## config.mk

```make
export PLATFORM = sky130hd
export DESIGN_NAME = wstq_front_flat
export DESIGN_NICKNAME = d
export VERILOG_FILES = /design/src/wstq_pkg.sv /design/src/wstq_if.sv /design/src/wstq_front.sv /design/src/flat_wrapper.sv
export SDC_FILE = /design/constraint.sdc
export NUM_CORES = 1
export LEC_CHECK = 0
export BUFFER_PORTS_ARGS = -buffer_cell sky130_fd_sc_hd__buf_4
export CORE_ASPECT_RATIO = 0.6
export CORE_MARGIN = 5
export CORE_UTILIZATION = 45
export DETAILED_ROUTE_END_ITERATION = 8
export PLACE_DENSITY = 0.9
export SYNTH_ARGS = -nofsm -noshare
export SYNTH_HDL_FRONTEND = slang
export SYNTH_SLANG_ARGS = --single-unit
```

## constraint.sdc

```tcl
create_clock -name clk -period 3.5 [get_ports clk]
set_input_delay 0.525 -clock clk [delete_from_list [all_inputs] [get_ports clk]]
set_output_delay 0.525 -clock clk [all_outputs]
set_load 0.05 [all_outputs]
```

## src/wstq_pkg.sv

```systemverilog
package wstq_pkg;

  localparam int WORKERS_DEF      = 8;
  localparam int LOCAL_DEPTH_DEF  = 256;
  localparam int GLOBAL_DEPTH_DEF = 1024;
  localparam int TASK_BITS_DEF    = 16;

  localparam int KIND_W   = 2;
  localparam int WORKER_W = 3;
  localparam int TASK_W   = 16;
  localparam int STATUS_W = 3;
  localparam int COUNT_W  = 12;
  localparam int ACTIVE_W = 4;
  localparam logic [ACTIVE_W-1:0] ACTIVE_RESET = 4'd8;

  typedef enum logic [KIND_W-1:0] {
    KIND_EXT   = 2'd0,
    KIND_LOCAL = 2'd1,
    KIND_FETCH = 2'd2,
    KIND_NONE  = 2'd3
  } kind_t;

  typedef enum logic [STATUS_W-1:0] {
    ST_LOCAL  = 3'd0,
    ST_GLOBAL = 3'd1,
    ST_OWN    = 3'd2,
    ST_SHARED = 3'd3,
    ST_STOLEN = 3'd4,
    ST_NONE   = 3'd5,
    ST_REJECT = 3'd6,
    ST_SPARE  = 3'd7
  } status_t;

  // operation decided by the front part
  typedef enum logic [2:0] {
    OP_PUSH_LOCAL  = 3'd0,
    OP_PUSH_GLOBAL = 3'd1,
    OP_POP_OWN     = 3'd2,
    OP_POP_GLOBAL  = 3'd3,
    OP_STEAL       = 3'd4,
    OP_NOTHING     = 3'd5
  } op_t;

endpackage

```

## src/wstq_if.sv

```systemverilog
interface wstq_req_if;
  import wstq_pkg::*;
  logic                valid;
  logic                ready;
  logic [KIND_W-1:0]   kind;
  logic [WORKER_W-1:0] worker;
  logic [TASK_W-1:0]   task_req;
  modport source (output valid, kind, worker, task_req, input ready);
  modport sink (input valid, kind, worker, task_req, output ready);
endinterface


```

## src/wstq_front.sv

```systemverilog
module wstq_front
  import wstq_pkg::*;
#(
  parameter int WORKERS      = WORKERS_DEF,
  parameter int LOCAL_DEPTH  = LOCAL_DEPTH_DEF,
  parameter int GLOBAL_DEPTH = GLOBAL_DEPTH_DEF,
  parameter int TASK_BITS    = TASK_BITS_DEF,
  localparam int WI_W = $clog2(WORKERS),
  localparam int LP_W = $clog2(LOCAL_DEPTH) + 1,
  localparam int GP_W = $clog2(GLOBAL_DEPTH) + 1
) (
  input  logic                clk,
  input  logic                rst,
  input  logic [ACTIVE_W-1:0] active_workers,
  wstq_req_if.sink            req,
  // classified op towards the queue
  output logic                op_valid,
  input  logic                op_ready,
  output op_t                 op_code,
  output logic [WI_W-1:0]     op_worker,
  output logic [TASK_BITS-1:0] op_task,
  // occupancy seen from the back part
  input  logic [LP_W-1:0]     dq_size [WORKERS],
  input  logic [GP_W-1:0]     sh_size,
  input  logic                busy
);
  typedef enum logic [2:0] {
    S_IDLE = 3'b001,
    S_SCAN = 3'b010,
    S_EMIT = 3'b100
  } fstate_t;

  fstate_t state, state_next;
  logic [KIND_W-1:0]    kind_q;
  logic [WORKER_W-1:0]  wrk_q;
  logic [TASK_BITS-1:0] task_q;
  logic [WI_W:0]        scan_i;
  logic [LP_W-1:0]      best;
  logic [WI_W-1:0]      sel;
  logic                 found;
  op_t                  op_q;
  logic [WI_W-1:0]      opw_q;
  logic [ACTIVE_W:0]    n_eff;
  logic                 w_ok;
  logic [WI_W-1:0]      w_idx;

  // effective worker count clamped to 1..WORKERS
  always_comb begin
    if (active_workers == '0) begin
      n_eff = (ACTIVE_W+1)'(1);
    end else if (int'(active_workers) > WORKERS) begin
      n_eff = (ACTIVE_W+1)'(WORKERS);
    end else begin
      n_eff = {1'b0, active_workers};
    end
  end

  assign w_ok  = ({{(ACTIVE_W+1-WORKER_W){1'b0}}, wrk_q}) < n_eff;
  assign w_idx = WI_W'(wrk_q);
  // the back part must have settled before occupancy is sampled
  assign req.ready = (state == S_IDLE) && !busy;
  assign op_valid  = (state == S_EMIT);
  assign op_code   = op_q;
  assign op_worker = opw_q;
  assign op_task   = task_q;

  // next state
  always_comb begin
    state_next = state;
    case (state)
      S_IDLE: if (req.valid && req.ready) state_next = S_SCAN;
      S_SCAN: begin
        if (kind_q != KIND_FETCH || !w_ok || dq_size[w_idx] != '0 || sh_size != '0 ||
            int'(scan_i) >= int'(n_eff) - 1 || int'(scan_i) >= WORKERS - 1) begin
          state_next = S_EMIT;
        end
      end
      S_EMIT: if (op_ready) state_next = S_IDLE;
      default: state_next = S_IDLE;
    endcase
  end

  always_ff @(posedge clk) begin
    if (rst) begin
      state <= S_IDLE;
    end else begin
      state <= state_next;
    end
  end

  // request capture and classification, victim scan one worker a cycle
  always_ff @(posedge clk) begin
    if (state == S_IDLE && req.valid && req.ready) begin
      kind_q <= req.kind;
      wrk_q  <= req.worker;
      task_q <= TASK_BITS'(req.task_req);
      scan_i <= '0;
      best   <= '0;
      found  <= 1'b0;
      sel    <= '0;
    end else if (state == S_SCAN) begin
      logic stealable;
      stealable = (scan_i != (WI_W+1)'(wrk_q)) &&
                  (dq_size[scan_i[WI_W-1:0]] > best) &&
                  (int'(scan_i) < int'(n_eff));
      if (stealable) begin
        best  <= dq_size[scan_i[WI_W-1:0]];
        sel   <= scan_i[WI_W-1:0];
        found <= 1'b1;
      end
      scan_i <= scan_i + 1'b1;
      opw_q  <= w_idx;
      case (kind_q)
        KIND_EXT: op_q <= OP_PUSH_GLOBAL;
        KIND_LOCAL: begin
          if (w_ok && int'(dq_size[w_idx]) < LOCAL_DEPTH - 1) op_q <= OP_PUSH_LOCAL;
          else op_q <= OP_PUSH_GLOBAL;
        end
        KIND_FETCH: begin
          if (!w_ok) op_q <= OP_NOTHING;
          else if (dq_size[w_idx] != '0) op_q <= OP_POP_OWN;
          else if (sh_size != '0) op_q <= OP_POP_GLOBAL;
          else if (stealable || found) begin
            op_q  <= OP_STEAL;
            opw_q <= stealable ? scan_i[WI_W-1:0] : sel;
          end else op_q <= OP_NOTHING;
        end
        default: op_q <= OP_NOTHING;
      endcase
    end
  end

  // scan index never passes the worker range while scanning
  assert property (@(posedge clk) disable iff (rst)
    state == S_SCAN |-> int'(scan_i) < WORKERS) else $error("scan overran");
  // a steal never names the requester
  assert property (@(posedge clk) disable iff (rst)
    op_valid && op_code == OP_STEAL |-> op_worker != w_idx) else $error("self steal");
  // no new beat while an op is held
  assert property (@(posedge clk) disable iff (rst)
    op_valid |-> !req.ready) else $error("front overlap");
endmodule

```

## src/flat_wrapper.sv

```systemverilog
// flat-port wrapper written by rule: the top's interface ports become plain ports
module wstq_front_flat import wstq_pkg::*;
#(
  parameter int WORKERS      = WORKERS_DEF,
  parameter int LOCAL_DEPTH  = LOCAL_DEPTH_DEF,
  parameter int GLOBAL_DEPTH = GLOBAL_DEPTH_DEF,
  parameter int TASK_BITS    = TASK_BITS_DEF,
  localparam int WI_W = $clog2(WORKERS),
  localparam int LP_W = $clog2(LOCAL_DEPTH) + 1,
  localparam int GP_W = $clog2(GLOBAL_DEPTH) + 1
)
  (clk, rst, active_workers, op_valid, op_ready, op_code, op_worker, op_task, dq_size, sh_size, busy, req_valid, req_kind, req_worker, req_task_req, req_ready);
  wstq_req_if req_i ();
  input  logic clk;
  input  logic rst;
  input  logic [ACTIVE_W-1:0] active_workers;
  output logic op_valid;
  input  logic op_ready;
  output op_t op_code;
  output logic [WI_W-1:0] op_worker;
  output logic [TASK_BITS-1:0] op_task;
  input  logic [LP_W-1:0] dq_size[WORKERS];
  input  logic [GP_W-1:0] sh_size;
  input  logic busy;
  input wire logic [$bits(req_i.valid)-1:0] req_valid;
  input wire logic [$bits(req_i.kind)-1:0] req_kind;
  input wire logic [$bits(req_i.worker)-1:0] req_worker;
  input wire logic [$bits(req_i.task_req)-1:0] req_task_req;
  output wire logic [$bits(req_i.ready)-1:0] req_ready;
  assign req_i.valid = req_valid;
  assign req_i.kind = req_kind;
  assign req_i.worker = req_worker;
  assign req_i.task_req = req_task_req;
  assign req_ready = req_i.ready;
  wstq_front #(.WORKERS(WORKERS), .LOCAL_DEPTH(LOCAL_DEPTH), .GLOBAL_DEPTH(GLOBAL_DEPTH), .TASK_BITS(TASK_BITS)) u_core (.clk(clk), .rst(rst), .active_workers(active_workers), .req(req_i), .op_valid(op_valid), .op_ready(op_ready), .op_code(op_code), .op_worker(op_worker), .op_task(op_task), .dq_size(dq_size), .sh_size(sh_size), .busy(busy));
endmodule
```

Word-level counts from Yosys, hierarchy flattened
Index checks and enable logic that the tools add are counted.
W data, S select, Z words.
- register bits: 47
- output and inout port bits: 24
- word-level logic and storage cells: 80
- $add $sub $neg: 2
- magnitude comparators: 9
- eq/ne operators: 10
- multiplexer cells: 24
- bitwise logic cells: 3
- reductions and logical operators: 22
- operators with widths (kind ; count):
    $bmux W9 S3 ; 2
    $mux W3 ; 12
    $mux W9 ; 4
    $ge A5 B32 Y1 ; 1
    $pmux W3 S3 ; 2
    $reduce_bool A11 Y1 ; 1
    $gt A9 B9 Y1 ; 1
    $lt A9 B8 Y1 const B ; 1
    $reduce_bool A9 Y1 ; 1
    $ge A4 B4 Y1 const B ; 2
    $not A3 Y4 ; 2
    $logic_and A1 B1 Y1 ; 7
    $logic_or A1 B1 Y1 ; 6
    $ne A2 B1 Y1 const B ; 3
    $sub A5 B1 Y6 const B ; 1
    $lt A3 B5 Y1 ; 1
    $lt A4 B5 Y1 ; 1
    $mux W5 ; 1
    $add A4 B1 Y4 const B ; 1
    $ge A4 B3 Y1 const B ; 1
    $gt A4 B4 Y1 const B ; 1
    $logic_not A4 Y1 ; 1
    $mux W4 ; 1
    $ne A4 B3 Y1 ; 1
    12 further kinds ; 15

Logic depth before layout (Yosys ltp)
- depth after elaboration: 13
- mapped depth: 12

Worst setup path before layout
OpenSTA, ideal clock, no wires.
- path type: register -> register
- start point: register u_core.scan_i[0]
- end point: register u_core.opw_q[0] (netlist: u_core.op_worker[0]), data pin
- library setup time: 0.260 ns
- data arrival time: 3.422 ns
- slack: -0.183 ns
- stages on the path, launching flop included: 12
- path buffers: 2
- clock period less this slack: 3.683 ns
- cells stage by stage: dfxtp_1 > buf_2 > buf_1 > mux4_2 > mux2_2 > ha_1 > nand2_1 > nor2_1 > a211oi_1 > a21o_1 > mux2_2 > mux2_4
- cells in the longest elaborated chain, start to end: 13
- RTL lines (what ; RTL line ; text):
    from (decl) ; wstq_front.sv:37 ; logic [WI_W:0] scan_i;
    from (signal assigned) ; wstq_front.sv:111 ; scan_i <= scan_i + 1'b1;
    $not A3 Y4 (not written as such) ; wstq_front.sv:104 ; (dq_size[scan_i[WI_W-1:0]] > best) &&
    $bmux W9 S3 ; wstq_front.sv:104 ;
    $mux W9 (not written as such) (2 in a row) ; wstq_front.sv:104 ;
    $gt A9 B9 Y1 ; wstq_front.sv:104 ;
    $logic_and A1 B1 Y1 ; wstq_front.sv:103 ; stealable = (scan_i != (WI_W+1)'(wrk_q)) &&
    $logic_and A1 B1 Y1 ; wstq_front.sv:104 ;
    $mux W3 or $logic_or A1 B1 Y1 (tied branches) ; wstq_front.sv:125, wstq_front.sv:123 ;
    $mux W3 * ; wstq_front.sv:123 ; else if (stealable || found) begin
    $mux W3 * ; wstq_front.sv:122 ; else if (sh_size != '0) op_q <= OP_POP_GLOBAL;
    $mux W3 * ; wstq_front.sv:121 ; else if (dq_size[w_idx] != '0) op_q <= OP_POP_OWN;
    $mux W3 * ; wstq_front.sv:120 ; if (!w_ok) op_q <= OP_NOTHING;
    $mux W3 * ; wstq_front.sv:113 ; case (kind_q)
    to (signal assigned) ; wstq_front.sv:112 ; opw_q <= w_idx;
    to (signal assigned) ; wstq_front.sv:125 ; opw_q <= stealable ? scan_i[WI_W-1:0] : sel;
    to (decl) ; wstq_front.sv:42 ; logic [WI_W-1:0] opw_q;
Every way passes the cells marked *; elsewhere a longest branch is shown, timed or not. The select of a mux whose other input is x is not followed.
A chain may end at the register's enable or synchronous reset.

Final worst setup path
- start point: register u_core.scan_i[0]
- end point: register u_core.opw_q[1] (netlist: u_core.op_worker[1]), data pin
- cells in the longest elaborated chain, start to end: 13
- RTL lines (what ; RTL line):
    $not A3 Y4 (not written as such) ; wstq_front.sv:104
    $bmux W9 S3 ; wstq_front.sv:104
    $mux W9 (not written as such) (2 in a row) ; wstq_front.sv:104
    $gt A9 B9 Y1 ; wstq_front.sv:104
    $logic_and A1 B1 Y1 ; wstq_front.sv:103
    $logic_and A1 B1 Y1 * ; wstq_front.sv:104
    $mux W3 or $logic_or A1 B1 Y1 (tied branches) ; wstq_front.sv:125, wstq_front.sv:123
    $mux W3 * ; wstq_front.sv:123
    $mux W3 * ; wstq_front.sv:122
    $mux W3 * ; wstq_front.sv:121
    $mux W3 * ; wstq_front.sv:120
    $mux W3 * ; wstq_front.sv:113
Marked as above.

==> impl_metrics.json <==
{
  "finalPower_uw": 1670,
  "cts_tree": "built",
  "cp_slowest_cell": "mux4_2",
  "p_int_uw": 1200,
  "p_seq_frac": 0.382,
  "firstDrtPassIters": 5,
  "ir_drop_v": 0.000237,
  "ant_nets": 0,
  "hold_viol_final": 0,
  "synth_edf_count": 27,
  "via_count": 3279,
  "p_per_area_nw_per_um2": 345,
  "grt_setup_unrepaired": "false",
  "combPwrFrac": 0.301,
  "cts-buffers-inserted": 5,
  "status": "finished clean",
  "p_switching_uw": 470,
  "layout_commonest_cell": "buf_4",
  "ys_ff_latch": 47,
  "antenna_found_initial": 0,
  "syn_inst": 308,
  "antenna_cells": 0,
  "grt_use_total": 0.231,
  "grt_max_degree": 41,
  "p_leak_uw": 0.00195,
  "drive_above_1_share": 0.460,
  "fmax_ghz": 0.292,
  "finalSetupViolations": 0,
  "synth_cell_types": 62,
  "route.detailed.drc": 0,
  "worstPathRequired_ns": 3.53,
  "min_path_type": "in -> reg",
  "overflow": 0,
  "root_buffer": "clkbuf_16",
  "clkSinkCount": 47,
  "core_um2": 7360,
  "placed_area_um2": 4640,
  "htreeDepth": 2,
  "fin_tns_setup_ns": 0,
  "startpoint_type": "flop",
  "wire_per_inst_um": 20.7,
  "crit_buf_inv": 1,
  "crit_type": "reg -> reg",
  "cap_violations": 0,
  "die_y_um": 77.9,
  "path_max_fanout": 12,
  "post-route-period-util": 0.980,
  "grt_pass1_wl_mm": 17.3,
  "cp.depth": 10,
  "r2r_cells": 10,
  "synth_top_flop_cell": "edfxtp_1",
  "worstSkewPairLatency_ns": 0.29,
  "slew_violations": 0,
  "drtIter0Drc": 245,
  "cp-end-kind": "flop",
  "clk_pin_slew_worst_paths_ns": 0.07,
  "ys_async_sr_fraction": 0,
  "start_util": 0.470,
  "cp_top_family": "multiplexers",
  "fin_nets": 581,
  "clockPowerShare": 0.317,
  "rows": 24,
  "syn2layout_area_growth_pct": 39.8,
  "hpwl_mm": 9.08,
  "swShare": 0.282,
  "synthesis.nets": 442,
  "worstMarginPinSlew_ns": 0.897,
  "finalWeightedCongestion": 0.935,
  "dieArea_um2": 9600,
  "cp_common_cell": "mux2_2",
  "holdPathStages": 2,
  "fin_area_um2": 4830,
  "max_stage_delay_ns": 0.57,
  "port_buffers": 136,
  "clock-skew-final_ns": 0.0120,
  "fin_crit_ns": 3.43,
  "most-common-layout-cells": "buf_4, nor2_1, edfxtp_1",
  "ctsHoldBuffers": 0,
  "post_drt_via_cell_ratio": 5.94,
  "cts_max_path_buffers": 2,
  "routed_wl_mm": 11.5,
  "arrival_ns": 3.46,
  "syn_avg_cell_area_um2": 11.2,
  "path_cells": "buf_12 > mux4_2 > mux2_2 > ha_1 > nand4_1 > nor3_1 > or4_4 > a21o_1 > mux2_2 > mux2_4",
  "ios": 137,
  "syn_area_um2": 3460,
  "yosys_warnings": 0,
  "grt_pass1_vias": 3312,
  "ys_seq_area_frac": 0.350,
  "die_w_um": 123,
  "slew_headroom": 0.401
}
[power groups by stage]
stage / clock, µW / combinational (µW) / sequential (µW)
after floorplan: 0 / 247 / 673
after global placement: 0 / 471 / 645
after detailed placement: 0 / 482 / 646
after CTS: 542 / 484 / 635
after global routing: 570 / 533 / 640
final: 529 / 501 / 637
[worst reg2reg max path, stage by stage (launching register included)]
cell,delay (ns)
dfxtp_2,0.41
buf_12,0.18
mux4_2,0.57
mux2_2,0.31
ha_1,0.34
nand4_1,0.11
nor3_1,0.05
or4_4,0.45
a21o_1,0.21
mux2_2,0.28
mux2_4,0.25
[final timing paths]
kind                     from             endpoint  slack (ns)
max          u_core.scan_i[0]  u_core.op_worker[1]        0.07
min                       rst      u_core.state[1]        0.41
max reg2reg  u_core.scan_i[0]  u_core.op_worker[1]        0.07
min reg2reg    u_core.best[2]       u_core.best[2]        0.50
[state kept, by name, summed over array words and instances (netlist names)]
| signal | flops |
|---|---|
| u_core.w_idx | 3 |
| u_core.scan_i | 4 |
| u_core.sel | 3 |
| u_core.op_task | 16 |
| u_core.kind_q | 2 |
| u_core.op_code | 3 |
| u_core.found | 1 |
| u_core.state | 3 |
| u_core.best | 9 |
| u_core.op_worker | 3 |
[cell usage after synthesis, types with 2 or more instances]
cell      count  area (µm²)
nand3_1       7        35.0
nand2b_1      4        25.0
edfxtp_1     27         811
nand4_1      13        81.3
ha_1         21         263
o311ai_0      2        17.5
a21oi_1       8        40.0
mux2_2       12         135
nor2_1       28         105
and4_1        2        17.5
nand2_1      15        56.3
nor3_1        5        25.0
mux2i_1      13         130
and2_1        3        18.8
buf_2         6        30.0
or3b_2        2        17.5
a21boi_0      2        15.0
nor2b_1       5        31.3
nor4_1       13        81.3
mux4_2       20         450
xor2_1        6        52.6
mux2_4        3        45.0
o211ai_1      2        15.0
buf_6         2        22.5
clkbuf_1      5        18.8
inv_1        14        52.6
o21bai_1      2        15.0
o21ai_0       5        25.0
a31o_2        2        17.5
nand3b_1      2        15.0
dfxtp_1      20         400
a22oi_1       2        15.0
mux4_1        4         105
buf_1         3        11.3
[cells by family (layout without fill, tap and decap cells)]
| family | count (synthesis) | in the layout | synth area share |
|---|---|---|---|
| buf+inv | 30 | 170 | 0.0391 |
| other cells | 1 | 1 | 0.00108 |
| xor+xnor | 7 | 7 | 0.0177 |
| simple gates | 107 | 107 | 0.165 |
| flops | 47 | 47 | 0.350 |
| mux | 52 | 52 | 0.250 |
| compound gates | 43 | 43 | 0.100 |
| fa+ha+maj | 21 | 21 | 0.0760 |
[metrics by stage]
stage | cells | setup slack [ns] | hold WS [ns] | util
after floorplan | 308 | 0.0428 | 0.454 | -
after global placement | 543 | 0.129 | 0.473 | 0.631
after detailed placement | 543 | 0.0715 | 0.480 | 0.631
after CTS | 551 | 0.0575 | 0.405 | 0.654
after global routing | 552 | 0.00878 | 0.398 | 0.657
final | 552 | 0.0714 | 0.413 | 0.657
[metal layers]
layer	track usage	routed length (µm)	vias to the layer above
met5	0.0521	62	-
met4	0.0221	61	2
met3	0.100	1490	10
met2	0.331	4910	192
met1	0.331	4930	1594
li1	-	-	1481
[repair_timing]
action	4_1_cts	5_1_grt
setup endpoints to repair	0	3
endpoints found under the hold margin	0	0
setup buffers	0	0
resized for setup	0	1
[cell type report]
class                      count  area (µm²)
clock buffer                   7         164
inverter                      14        52.6
tap                          104         130
sequential                    47        1210
timing repair buffer         148        1150
multi-input combinational    231        2120
fill                         589        2520
clock inverter                 1        5.00
No activity file was read; power rests on OpenSTA's default activity.
